--- config.mk ---
export PLATFORM = sky130hd
export DESIGN_NAME = opmask_byte_execution_unit
export DESIGN_NICKNAME = d
export VERILOG_FILES = /design/src/rtl/obeu_pkg.sv /design/src/rtl/obeu_ram.sv /design/src/rtl/obeu_alu.sv /design/src/rtl/opmask_byte_execution_unit.sv
export SDC_FILE = /design/constraint.sdc
export NUM_CORES = 1
export LEC_CHECK = 0
export ABC_AREA = 1
export BUFFER_PORTS_ARGS = -buffer_cell sky130_fd_sc_hd__clkbuf_2
export CORE_ASPECT_RATIO = 2
export CORE_MARGIN = 2
export CORE_UTILIZATION = 40
export CTS_BUF_LIST = sky130_fd_sc_hd__clkbuf_2
export DETAILED_ROUTE_END_ITERATION = 8
export RECOVER_POWER = 100
export SETUP_SLACK_MARGIN = 0.2
export SLEW_MARGIN = 20
export SYNTH_ARGS = -nofsm -noshare
export SYNTH_HDL_FRONTEND = slang
export SYNTH_HIERARCHICAL = 1
export SYNTH_SLANG_ARGS = --single-unit
--- constraint.sdc ---
create_clock -name clk -period 2.35 [get_ports clk]
set_input_delay 0.47 -clock clk [delete_from_list [all_inputs] [get_ports clk]]
set_output_delay 0.47 -clock clk [all_outputs]
set_load 0.05 [all_outputs]
--- src/rtl/obeu_pkg.sv ---
package obeu_pkg;

  // opmask file geometry
  localparam int MASK_REGS = 8;
  localparam int IDX_W     = $clog2(MASK_REGS);
  localparam int BYTE_W    = 8;

  // operation codes
  localparam logic [3:0] OP_ADD      = 4'd0;
  localparam logic [3:0] OP_AND      = 4'd1;
  localparam logic [3:0] OP_ANDN     = 4'd2;
  localparam logic [3:0] OP_LOAD     = 4'd3;
  localparam logic [3:0] OP_MOVE     = 4'd4;
  localparam logic [3:0] OP_STORE    = 4'd5;
  localparam logic [3:0] OP_FROM_GPR = 4'd6;
  localparam logic [3:0] OP_TO_GPR   = 4'd7;
  localparam logic [3:0] OP_NOT      = 4'd8;
  localparam logic [3:0] OP_OR       = 4'd9;
  localparam logic [3:0] OP_ORTEST   = 4'd10;
  localparam logic [3:0] OP_SHL      = 4'd11;
  localparam logic [3:0] OP_SHR      = 4'd12;
  localparam logic [3:0] OP_XNOR     = 4'd13;
  localparam logic [3:0] OP_XOR      = 4'd14;
  localparam logic [3:0] OP_TEST     = 4'd15;

  // result of one executed mask instruction
  typedef struct packed {
    logic [BYTE_W-1:0] value;
    logic              mask_written;
    logic              external_written;
    logic              flags_valid;
    logic              zero_flag;
    logic              carry_flag;
  } res_t;

endpackage

--- src/rtl/obeu_ram.sv ---
module obeu_ram #(
  parameter int WIDTH = 8,
  parameter int DEPTH = 8
) (
  input  logic                     clk,
  input  logic                     we,
  input  logic [$clog2(DEPTH)-1:0] waddr,
  input  logic [WIDTH-1:0]         wdata,
  input  logic                     re,
  input  logic [$clog2(DEPTH)-1:0] raddr_a,
  input  logic [$clog2(DEPTH)-1:0] raddr_b,
  output logic [WIDTH-1:0]         rdata_a,
  output logic [WIDTH-1:0]         rdata_b
);

  logic [WIDTH-1:0] mem [DEPTH];

  // one write port, two registered read ports (read returns old data on collision)
  always_ff @(posedge clk) begin
    if (we) begin
      mem[waddr] <= wdata;
    end
    if (re) begin
      rdata_a <= mem[raddr_a];
      rdata_b <= mem[raddr_b];
    end
  end

endmodule

--- src/rtl/obeu_alu.sv ---
module obeu_alu (
  input  logic [3:0]                 cmd,
  input  logic [obeu_pkg::BYTE_W-1:0] a,
  input  logic [obeu_pkg::BYTE_W-1:0] b,
  input  logic [7:0]                 shift_count,
  input  logic [obeu_pkg::BYTE_W-1:0] external_byte,
  output obeu_pkg::res_t             res
);

  logic [obeu_pkg::BYTE_W-1:0] or_ab;
  logic                        big_shift;

  assign or_ab     = a | b;
  assign big_shift = (shift_count >= 8'd8);

  // byte-wide operation select
  always_comb begin
    res                  = '0;
    res.mask_written     = 1'b1;
    unique case (cmd)
      obeu_pkg::OP_ADD:      res.value = a + b;
      obeu_pkg::OP_AND:      res.value = a & b;
      obeu_pkg::OP_ANDN:     res.value = ~a & b;
      obeu_pkg::OP_LOAD:     res.value = external_byte;
      obeu_pkg::OP_MOVE:     res.value = a;
      obeu_pkg::OP_STORE,
      obeu_pkg::OP_TO_GPR: begin
        res.value            = a;
        res.mask_written     = 1'b0;
        res.external_written = 1'b1;
      end
      obeu_pkg::OP_FROM_GPR: res.value = external_byte;
      obeu_pkg::OP_NOT:      res.value = ~a;
      obeu_pkg::OP_OR:       res.value = or_ab;
      obeu_pkg::OP_ORTEST: begin
        res.mask_written = 1'b0;
        res.flags_valid  = 1'b1;
        res.zero_flag    = (or_ab == '0);
        res.carry_flag   = (or_ab == '1);
      end
      obeu_pkg::OP_SHL:      res.value = big_shift ? '0 : (a << shift_count[2:0]);
      obeu_pkg::OP_SHR:      res.value = big_shift ? '0 : (a >> shift_count[2:0]);
      obeu_pkg::OP_XNOR:     res.value = ~(a ^ b);
      obeu_pkg::OP_XOR:      res.value = a ^ b;
      obeu_pkg::OP_TEST: begin
        res.mask_written = 1'b0;
        res.flags_valid  = 1'b1;
        res.zero_flag    = ((a & b) == '0);
        res.carry_flag   = ((~a & b) == '0);
      end
    endcase
  end

endmodule

--- src/rtl/opmask_byte_execution_unit.sv ---
// channel | direction | handshake            | payload
// in      | input     | in_valid / in_ready   | cmd, dest_index, first_source, second_source,
//         |           |                       | shift_count, external_byte
// out     | output    | out_valid / out_ready | result_value, mask_written, external_written,
//         |           |                       | flags_valid, zero_flag, carry_flag
//
// One word per cycle unless the output stalls; each word is registered in stage 1, then in stage 2.
// Stage 1 registers the instruction and reads both sources from the two-port mask RAM;
// stage 2 executes, writes the mask RAM and loads the output register.
// A write landing on the same edge as the next read is forwarded from a bypass register.
// rst_n (synchronous) empties both stages and marks all eight mask registers as zero.
// A stalled output holds stage 2 and, through it, stage 1; in_ready drops only then.
module opmask_byte_execution_unit (
  input  logic       clk,
  input  logic       rst_n,
  input  logic       in_valid,
  output logic       in_ready,
  input  logic [3:0] in_cmd,
  input  logic [2:0] in_dest_index,
  input  logic [2:0] in_first_source,
  input  logic [2:0] in_second_source,
  input  logic [7:0] in_shift_count,
  input  logic [7:0] in_external_byte,
  output logic       out_valid,
  input  logic       out_ready,
  output logic [7:0] out_result_value,
  output logic       out_mask_written,
  output logic       out_external_written,
  output logic       out_flags_valid,
  output logic       out_zero_flag,
  output logic       out_carry_flag
);

  localparam int IW = obeu_pkg::IDX_W;
  localparam int BW = obeu_pkg::BYTE_W;

  // stage 1 registers
  logic          s1_v_r, s1_v_nxt;
  logic [3:0]    cmd_r;
  logic [IW-1:0] dest_r, src_a_r, src_b_r;
  logic [7:0]    cnt_r, ext_r;
  logic          a_vld_r, b_vld_r;

  // bypass of the write that coincides with the RAM read
  logic          byp_v_r;
  logic [IW-1:0] byp_addr_r;
  logic [BW-1:0] byp_data_r;

  // entry valid bits, cleared at reset
  logic [obeu_pkg::MASK_REGS-1:0] vld_r, vld_nxt;

  // output register
  logic           out_v_r, out_v_nxt;
  obeu_pkg::res_t out_r;

  logic           in_acc, adv, wr_en;
  logic [BW-1:0]  ram_a, ram_b, op_a, op_b;
  obeu_pkg::res_t res;

  // handshake and stage advance
  assign adv      = s1_v_r && (!out_v_r || out_ready);
  assign in_ready = !s1_v_r || adv;
  assign in_acc   = in_valid && in_ready;
  assign wr_en    = adv && res.mask_written;

  assign s1_v_nxt  = in_acc ? 1'b1 : (adv ? 1'b0 : s1_v_r);
  assign out_v_nxt = adv ? 1'b1 : (out_ready ? 1'b0 : out_v_r);

  always_comb begin
    vld_nxt = vld_r;
    if (wr_en) begin
      vld_nxt[dest_r] = 1'b1;
    end
  end

  // mask file storage
  obeu_ram #(
    .WIDTH (BW),
    .DEPTH (obeu_pkg::MASK_REGS)
  ) u_mask_ram (
    .clk     (clk),
    .we      (wr_en),
    .waddr   (dest_r),
    .wdata   (res.value),
    .re      (in_acc),
    .raddr_a (in_first_source[IW-1:0]),
    .raddr_b (in_second_source[IW-1:0]),
    .rdata_a (ram_a),
    .rdata_b (ram_b)
  );

  // operand select: bypass, then RAM, then reset value
  always_comb begin
    if (byp_v_r && (byp_addr_r == src_a_r)) begin
      op_a = byp_data_r;
    end else begin
      op_a = a_vld_r ? ram_a : '0;
    end
    if (byp_v_r && (byp_addr_r == src_b_r)) begin
      op_b = byp_data_r;
    end else begin
      op_b = b_vld_r ? ram_b : '0;
    end
  end

  obeu_alu u_alu (
    .cmd           (cmd_r),
    .a             (op_a),
    .b             (op_b),
    .shift_count   (cnt_r),
    .external_byte (ext_r),
    .res           (res)
  );

  // control registers
  always_ff @(posedge clk) begin
    if (!rst_n) begin
      s1_v_r  <= 1'b0;
      out_v_r <= 1'b0;
      byp_v_r <= 1'b0;
      vld_r   <= '0;
    end else begin
      s1_v_r  <= s1_v_nxt;
      out_v_r <= out_v_nxt;
      vld_r   <= vld_nxt;
      if (in_acc) begin
        byp_v_r <= wr_en;
      end
    end
  end

  // payload registers
  always_ff @(posedge clk) begin
    if (in_acc) begin
      cmd_r      <= in_cmd;
      dest_r     <= in_dest_index[IW-1:0];
      src_a_r    <= in_first_source[IW-1:0];
      src_b_r    <= in_second_source[IW-1:0];
      cnt_r      <= in_shift_count;
      ext_r      <= in_external_byte;
      a_vld_r    <= vld_r[in_first_source[IW-1:0]];
      b_vld_r    <= vld_r[in_second_source[IW-1:0]];
      byp_addr_r <= dest_r;
      byp_data_r <= res.value;
    end
    if (adv) begin
      out_r <= res;
    end
  end

  assign out_valid            = out_v_r;
  assign out_result_value     = out_r.value;
  assign out_mask_written     = out_r.mask_written;
  assign out_external_written = out_r.external_written;
  assign out_flags_valid      = out_r.flags_valid;
  assign out_zero_flag        = out_r.zero_flag;
  assign out_carry_flag       = out_r.carry_flag;

  // checks
  a_no_dual_dest: assert property (@(posedge clk) disable iff (!rst_n)
    out_valid |-> !(out_mask_written && out_external_written))
    else $error("result both written to mask and sent out");

  a_test_quiet: assert property (@(posedge clk) disable iff (!rst_n)
    (out_valid && out_flags_valid) |->
      (out_result_value == '0 && !out_mask_written && !out_external_written))
    else $error("test result carries a value or a write");

  a_s1_hold: assert property (@(posedge clk) disable iff (!rst_n)
    (s1_v_r && !adv) |=> s1_v_r)
    else $error("stalled instruction lost from stage 1");

  a_vld_set: assert property (@(posedge clk) disable iff (!rst_n)
    wr_en |=> vld_r[$past(dest_r)])
    else $error("mask write did not mark entry valid");

endmodule

==> results of run 1 <==
[where the power goes]
group          switching [mW]  total, mW  internal (mW)
logic                   0.902       1.47          0.563
clock network           0.915       1.30          0.389
registers              0.0639       3.08           3.02
total                    1.88       5.85           3.97
[cells in the mapped netlist (3+ instances only)]
cell | number | area (um^2)
nand2_1 | 465 | 1750
inv_1 | 164 | 616
nand3_1 | 162 | 811
edfxtp_1 | 135 | 4050
nor2_1 | 78 | 293
ha_1 | 24 | 300
a21oi_1 | 13 | 65.1
buf_6 | 11 | 124
dfxtp_1 | 11 | 220
o21ai_0 | 9 | 45.0
buf_2 | 8 | 40.0
nand4_1 | 8 | 50.1
buf_4 | 7 | 52.6
clkbuf_1 | 6 | 22.5
nor2_2 | 5 | 31.3
nand2_2 | 4 | 25.0
nand2_4 | 4 | 45.0
nor2_8 | 4 | 80.1
nor3_1 | 4 | 20.0
nor4_1 | 4 | 25.0
inv_4 | 3 | 18.8
[metrics by stage]
stage | setup WS, ns | power [mW]
global route | -0.445 | 6.10
CTS | -0.233 | 5.78
detailed placement | -0.266 | 4.31
floorplan | 0.0680 | 3.82
global placement | -0.245 | 4.31
finish | -0.344 | 5.85
[worst max-delay path by stage]
stage / endpoint / slack [ns] / cells after the start
5_1_grt: out_result_value[4]$_DFFE_PP_ / -0.44 / 14
2_1_floorplan: byp_data_r[5]$_DFFE_PP_ / 0.07 / 13
6_report: out_result_value[4]$_DFFE_PP_ / -0.34 / 15
3_3_place_gp: u_mask_ram/mem[6][6]$_DFFE_PP_ / -0.25 / 14
4_1_cts: u_mask_ram/mem[3][4]$_DFFE_PP_ / -0.23 / 15
3_5_place_dp: u_mask_ram/mem[6][6]$_DFFE_PP_ / -0.27 / 14
[cells by family (layout without fill, tap and decap cells)]
kind of cell	after synthesis	after routing	synth area share, %
compound gates	27	27	1.68
fa+ha+maj	25	25	3.64
buf+inv	201	404	10.0
flops	146	146	48.6
other cells	0	1	0
simple gates	743	748	36.0
[what timing repair did]
item / in CTS / in global routing
endpoints found under the hold margin: 25 / 0
gates resized for setup: 88 / 81
gates cloned: 6 / 1
pin swaps: 15 / 33
hold buffers: 25 / 0
buffers inserted: 14 / 13
setup endpoints to repair: 96 / 146
[area by class of cell]
type	count	area share [%]
Multi-Input combinational cell	800	38.1
Inverter	169	5.73
Clock buffer	19	0.838
Antenna cell	1	0.0221
Sequential cell	146	37.7
Clock inverter	12	0.970
Tap cell	273	3.01
Timing Repair Buffer	204	13.6
[registers in the layout, indices dropped and copies added (netlist names)]
register / flops
b_vld_r: 1
out_result_value: 8
out_zero_flag: 1
u_mask_ram/mem: 64
u_mask_ram/rdata_a: 8
u_mask_ram/rdata_b: 8
s1_v_r: 1
byp_v_r: 1
out_external_written: 1
byp_addr_r: 3
src_a_r: 3
byp_data_r: 8
a_vld_r: 1
out_valid: 1
cmd_r: 4
vld_r: 8
out_carry_flag: 1
out_mask_written: 1
ext_r: 8
dest_r: 3
out_flags_valid: 1
src_b_r: 3
cnt_r: 8
[worst max-delay path, delay by kind of cell (launching register included)]
kind | cells | cell delay, ns
simple gates | 11 | 1.29
flops | 1 | 0.51
fa+ha+maj | 1 | 0.31
buf+inv | 2 | 0.21
compound gates | 1 | 0.08
[per-layer routing]
layer  up-vias  wire length (um)  part of all wire, %
met1      3871              9270                   32
met5         -                 0                    0
met3       127              1120                  3.8
met4         0              2700                  9.3
li1       4026                 -                    -
met2       270             16000                   55
==> results.py, run 1 <==
metrics = {
    "status": {
        "status": "finished, violations left",
        "violations": "capacitance limit, slew limit, setup timing",
    },
    "sta": {
        "tns_ns": -18.56,
        "period_share_pct": 115,
        "setup_ws_ns": -0.344,
        "rsz0062_at_grt": "true",
        "slew_headroom_pct": -30.5,
        "worst_pin_slew_ns": 1.96,
        "slew_viol_final": 39,
        "finalHoldViolations": 0,
        "clock_skew_ns": 0.0404,
        "fmax_mhz": 371,
        "period_minus_slack_ns": 2.69,
        "setup_viol": 81,
        "holdWs_ns": 0.104,
    },
    "placed_design": {
        "dp.cells": 1533,
        "io_buffers": 47,
        "dp_hpwl_um": 20800,
        "postPlaceCellArea_um2": 10100,
        "gp_congestion": 1.00,
    },
    "yosys": {
        "syn-num-nets": 1200,
        "synth_async_sr_flop_share_pct": 0,
        "ys_types": 31,
        "synth_ff_type": "edfxtp_1",
        "netlist_instances": 1142,
        "ys_warn_count": 6,
        "avgSynthCellArea_um2": 7.70,
        "yosysSeqAreaShare_pct": 48.6,
        "synth_area_um2": 8790,
        "synth_edf_count": 135,
        "ys_seq_elements": 146,
    },
    "global_route": {
        "grt_util_met1_pct": 23.2,
        "met3_usage_pct": 4.53,
        "gr-usage-met2_pct": 48.6,
        "antenna_found_initial": 1,
        "overflow": 0,
        "grt_first_pass_wirelength_um": 43100,
        "grt_start_max_net_pins": 47,
        "grt_pass1_vias": 8089,
        "grt_busiest_layer": "met2",
        "track_usage_pct": 25.7,
    },
    "drt": {
        "via_per_inst": 5.11,
        "drt_wl_total_um": 29100,
        "num_vias": 8294,
        "wl_per_cell_um": 17.9,
        "drc": 0,
        "drtPass1Iterations": 5,
        "drt-initial-drc-count": 551,
        "ant_nets": 0,
    },
    "setup_path": {
        "cp_max_fo": 8,
        "crit_chain": "nand2_1 -> nand2_2 -> nor2_8 -> buf_4 -> nand3_2 -> nand2_4 -> inv_2 -> ha_4 -> nand2_2 -> nor2_2 -> o21ai_0 -> nand2_1 -> nor2_1 -> nor2_2 -> nand2_2",
        "cpMaxStageDelayCell": "edfxtp_1",
        "critPathMostFrequentCell": "nand2_2",
        "worstSetupStartpoint": "byp_addr_r[0]$_DFFE_PP_",
        "r2r_slack_ns": -0.34,
        "r2r_cells": 15,
        "slowest_delay_ns": 0.51,
        "arrival_ns": 3.15,
        "path_class": "flop to flop",
        "required_ns": 2.81,
        "timing.rr.start": "byp_addr_r[0]$_DFFE_PP_",
        "worstSetupStartpointType": "flop",
        "worstReg2RegEnd": "out_result_value[4]$_DFFE_PP_",
        "endpoint_kind": "flop",
    },
    "power_and_ir_drop": {
        "leakagePower_nw": 5.48,
        "powerDensity_nw_per_um2": 516,
        "ir_drop_uv": 252,
    },
    "worst_hold_path": {
        "whs_path_depth": 4,
        "holdPathEnd": "a_vld_r$_DFFE_PP_",
        "hold_class": "primary input to flop",
        "min_from": "in_first_source[2]",
    },
    "clock_tree": {
        "insertion_delay_ns": 0.74,
        "cts.clk_slew.worst_paths_ns": 0.22,
        "clock_tree.root_cell": "clkbuf_2",
        "cts_tree": "built",
        "cts_sinks": 146,
        "cts_max_path_buffers": 2,
        "htree_num_levels": 4,
        "cts_made_buffers": 17,
    },
    "die": {
        "boundaryPins": 48,
        "initial_core_util_pct": 40.7,
        "die_w_um": 109,
        "core.rowCount": 76,
        "core_region_area_um2": 21600,
        "die_area_um2": 23200,
        "dieHeight_um": 214,
    },
    "layout": {
        "instances_no_fill": 1624,
        "multi_input_area_um2": 4330,
        "fill_cells": 2055,
        "final_cell_mix": "416 x nand2_1, 148 x inv_1, 141 x nand3_1",
        "regArea_um2": 4270,
        "drive_above_1_share_pct": 24.4,
        "utilization_pct": 52.6,
        "layout.nets": 1396,
        "syn_to_final_growth_pct": 29.1,
        "design_area_um2": 11300,
        "mostFrequentLayoutCell": "nand2_1",
    },
    "run": {
        "cap_viol_max_count": 1,
    },
}
Power figures use the tool's default switching activity.
==> run 2, diff against run 1 <==
CORE_MARGIN = not set   (was 2)
==> run 2 against run 1 <==
  * Power rose by 6.6%
  * Non-clock buffer count rose by 2
  * Via count fell by 0.39%
  * Highest routed layer unchanged
  * Wire length rose by 1.7%
  * Worst hold slack got worse by 0.028 ns
  * The run still ends with capacitance limit, slew limit, setup timing left
  * Clock skew rose by 0.015 ns
  * Sequential power barely moved
  * Clock power rose by 30%
  * Final area fell by 0.21%
  * Die area fell by 2.8%
==> results.py, run 2 (synthesis results as in run 1) <==
metrics = {
    "die": {
        "die_area_um2": 22600,
        "initial_core_util_pct": 40.7,
        "dieHeight_um": 212,
        "die_w_um": 107,
        "boundaryPins": 48,
        "core.rowCount": 76,
        "core_region_area_um2": 21600,
    },
    "layout": {
        "regArea_um2": 4270,
        "utilization_pct": 52.5,
        "mostFrequentLayoutCell": "nand2_1",
        "top_register": "u_mask_ram/mem",
        "largest_reg_flops": 64,
        "fill_cells": 2074,
        "drive_above_1_share_pct": 23.4,
        "final_cell_mix": "433 x nand2_1, 152 x inv_1, 147 x nand3_1",
        "syn_to_final_growth_pct": 28.8,
        "multi_input_area_um2": 4200,
        "layout.nets": 1398,
        "design_area_um2": 11300,
    },
    "placed_design": {
        "place_ws_ns": -0.287,
        "io_buffers": 47,
        "gp_congestion": 0.955,
        "postPlaceCellArea_um2": 10300,
        "dp_hpwl_um": 21400,
    },
    "clock_tree": {
        "cts_made_buffers": 17,
        "cts.clk_slew.worst_paths_ns": 0.27,
        "cts_tree": "built",
        "clock_tree.root_cell": "clkbuf_2",
        "cts_max_path_buffers": 2,
        "cts_sinks": 146,
        "insertion_delay_ns": 0.81,
        "htree_num_levels": 4,
    },
    "worst_hold_path": {
        "min_from": "rst_n",
        "whs_path_depth": 3,
        "holdPathEnd": "out_valid$_SDFFE_PN0P_",
        "hold_class": "primary input to flop",
    },
    "sta": {
        "slew_headroom_pct": -9.34,
        "fmax_mhz": 386,
        "period_share_pct": 110,
        "setup_ws_ns": -0.242,
        "period_minus_slack_ns": 2.59,
        "finalHoldViolations": 0,
        "slew_viol_final": 35,
        "rsz0062_at_grt": "true",
        "setup_viol": 81,
        "worst_pin_slew_ns": 1.64,
        "clock_skew_ns": 0.0549,
    },
    "global_route": {
        "grt_pass1_vias": 8262,
        "antenna_found_initial": 1,
        "track_usage_pct": 27.0,
        "overflow": 0,
        "grt_start_max_net_pins": 47,
        "grt_first_pass_wirelength_um": 43700,
    },
    "setup_path": {
        "worstReg2RegEnd": "u_mask_ram/mem[3][5]$_DFFE_PP_",
        "path_class": "flop to flop",
        "endpoint_kind": "flop",
        "cp_max_fo": 10,
        "worstSetupStartpointType": "flop",
        "r2r_slack_ns": -0.24,
        "arrival_ns": 3.14,
        "required_ns": 2.89,
        "r2r_cells": 15,
        "timing.rr.start": "byp_addr_r[0]$_DFFE_PP_",
    },
    "power_and_ir_drop": {
        "leakagePower_nw": 5.48,
        "powerDensity_nw_per_um2": 551,
        "p_total_mw": 6.24,
        "ir_drop_uv": 476,
    },
    "drt": {
        "wl_per_cell_um": 18.2,
        "drc": 0,
        "drtPass1Iterations": 7,
        "ant_nets": 0,
        "num_vias": 8262,
        "drt_wl_total_um": 29600,
        "via_per_inst": 5.08,
        "drt-initial-drc-count": 421,
    },
    "status": {
        "status": "finished, violations left",
        "violations": "capacitance limit, slew limit, setup timing",
    },
    "run": {
        "cap_viol_max_count": 1,
    },
}
-- run 2: per-layer routing --
| metal | vias up | GRT usage [%] | wire, um |
|---|---|---|---|
| met5 | - | 0 | 0 |
| met4 | 0 | 26.0 | 2590 |
| met3 | 116 | 4.06 | 1110 |
| met2 | 285 | 50.8 | 16600 |
| met1 | 3821 | 23.2 | 9280 |
| li1 | 4040 | - | - |
-- run 2: worst max-delay path by stage --
| stage | from | to | slack, ns | cells after the start |
|---|---|---|---|---|
| after floorplan | byp_addr_r[0]$_DFFE_PP_ | byp_data_r[5]$_DFFE_PP_ | 0.07 | 13 |
| after global placement | byp_addr_r[0]$_DFFE_PP_ | u_mask_ram/mem[1][6]$_DFFE_PP_ | -0.28 | 16 |
| after detailed placement | byp_addr_r[0]$_DFFE_PP_ | u_mask_ram/mem[2][6]$_DFFE_PP_ | -0.29 | 16 |
| after CTS | byp_addr_r[0]$_DFFE_PP_ | u_mask_ram/mem[5][1]$_DFFE_PP_ | -0.25 | 15 |
| after global routing | byp_addr_r[0]$_DFFE_PP_ | u_mask_ram/mem[2][6]$_DFFE_PP_ | -0.39 | 16 |
| final | byp_addr_r[0]$_DFFE_PP_ | u_mask_ram/mem[3][5]$_DFFE_PP_ | -0.24 | 15 |
-- run 2: per-stage QoR --
step	cells	TNS, ns	hold WS (ns)
2_1_floorplan	1142	0	0.440
3_3_place_gp	1548	-16.15	0.455
3_5_place_dp	1548	-17.80	0.461
4_1_cts	1615	-15.18	0.0275
5_1_grt	1627	-29.32	0.0566
6_report	1627	-15.23	0.0766
-- run 2: power breakdown --
part,switching (mW),internal (mW)
sequential,0.0707,3.02
combinational,0.891,0.572
clock,0.970,0.716
-- run 2: final cells by class --
cell class | instances | area share [%]
sequential | 146 | 37.7
clock buffer | 17 | 0.751
antenna | 1 | 0.0221
tap | 273 | 3.02
clock inverter | 15 | 1.80
inverter | 169 | 5.76
timing repair buffer | 206 | 13.8
multi-input combinational | 800 | 37.1
-- run 2: repair_timing --
| item | 4_1_cts | 5_1_grt |
|---|---|---|
| pin swaps | 18 | 25 |
| resized for setup | 48 | 80 |
| hold buffers | 27 | 0 |
| endpoints found under the setup margin | 146 | 147 |
| cloned | 3 | 3 |
| endpoints found under the hold margin | 28 | 0 |
| buffers inserted | 5 | 8 |
-- run 2: critical path: stages, from the launching register on --
cell and delay, ns:
edfxtp_1 0.49, nor2_2 0.24, nor2_8 0.08, nand2_4 0.08, nand2_1 0.07, nand2_1 0.10
inv_1 0.08, ha_4 0.29, inv_2 0.04, o21ai_0 0.15, buf_4 0.16, nand3_1 0.09
nor2_1 0.13, buf_4 0.13, nand3_1 0.08, buf_6 0.15
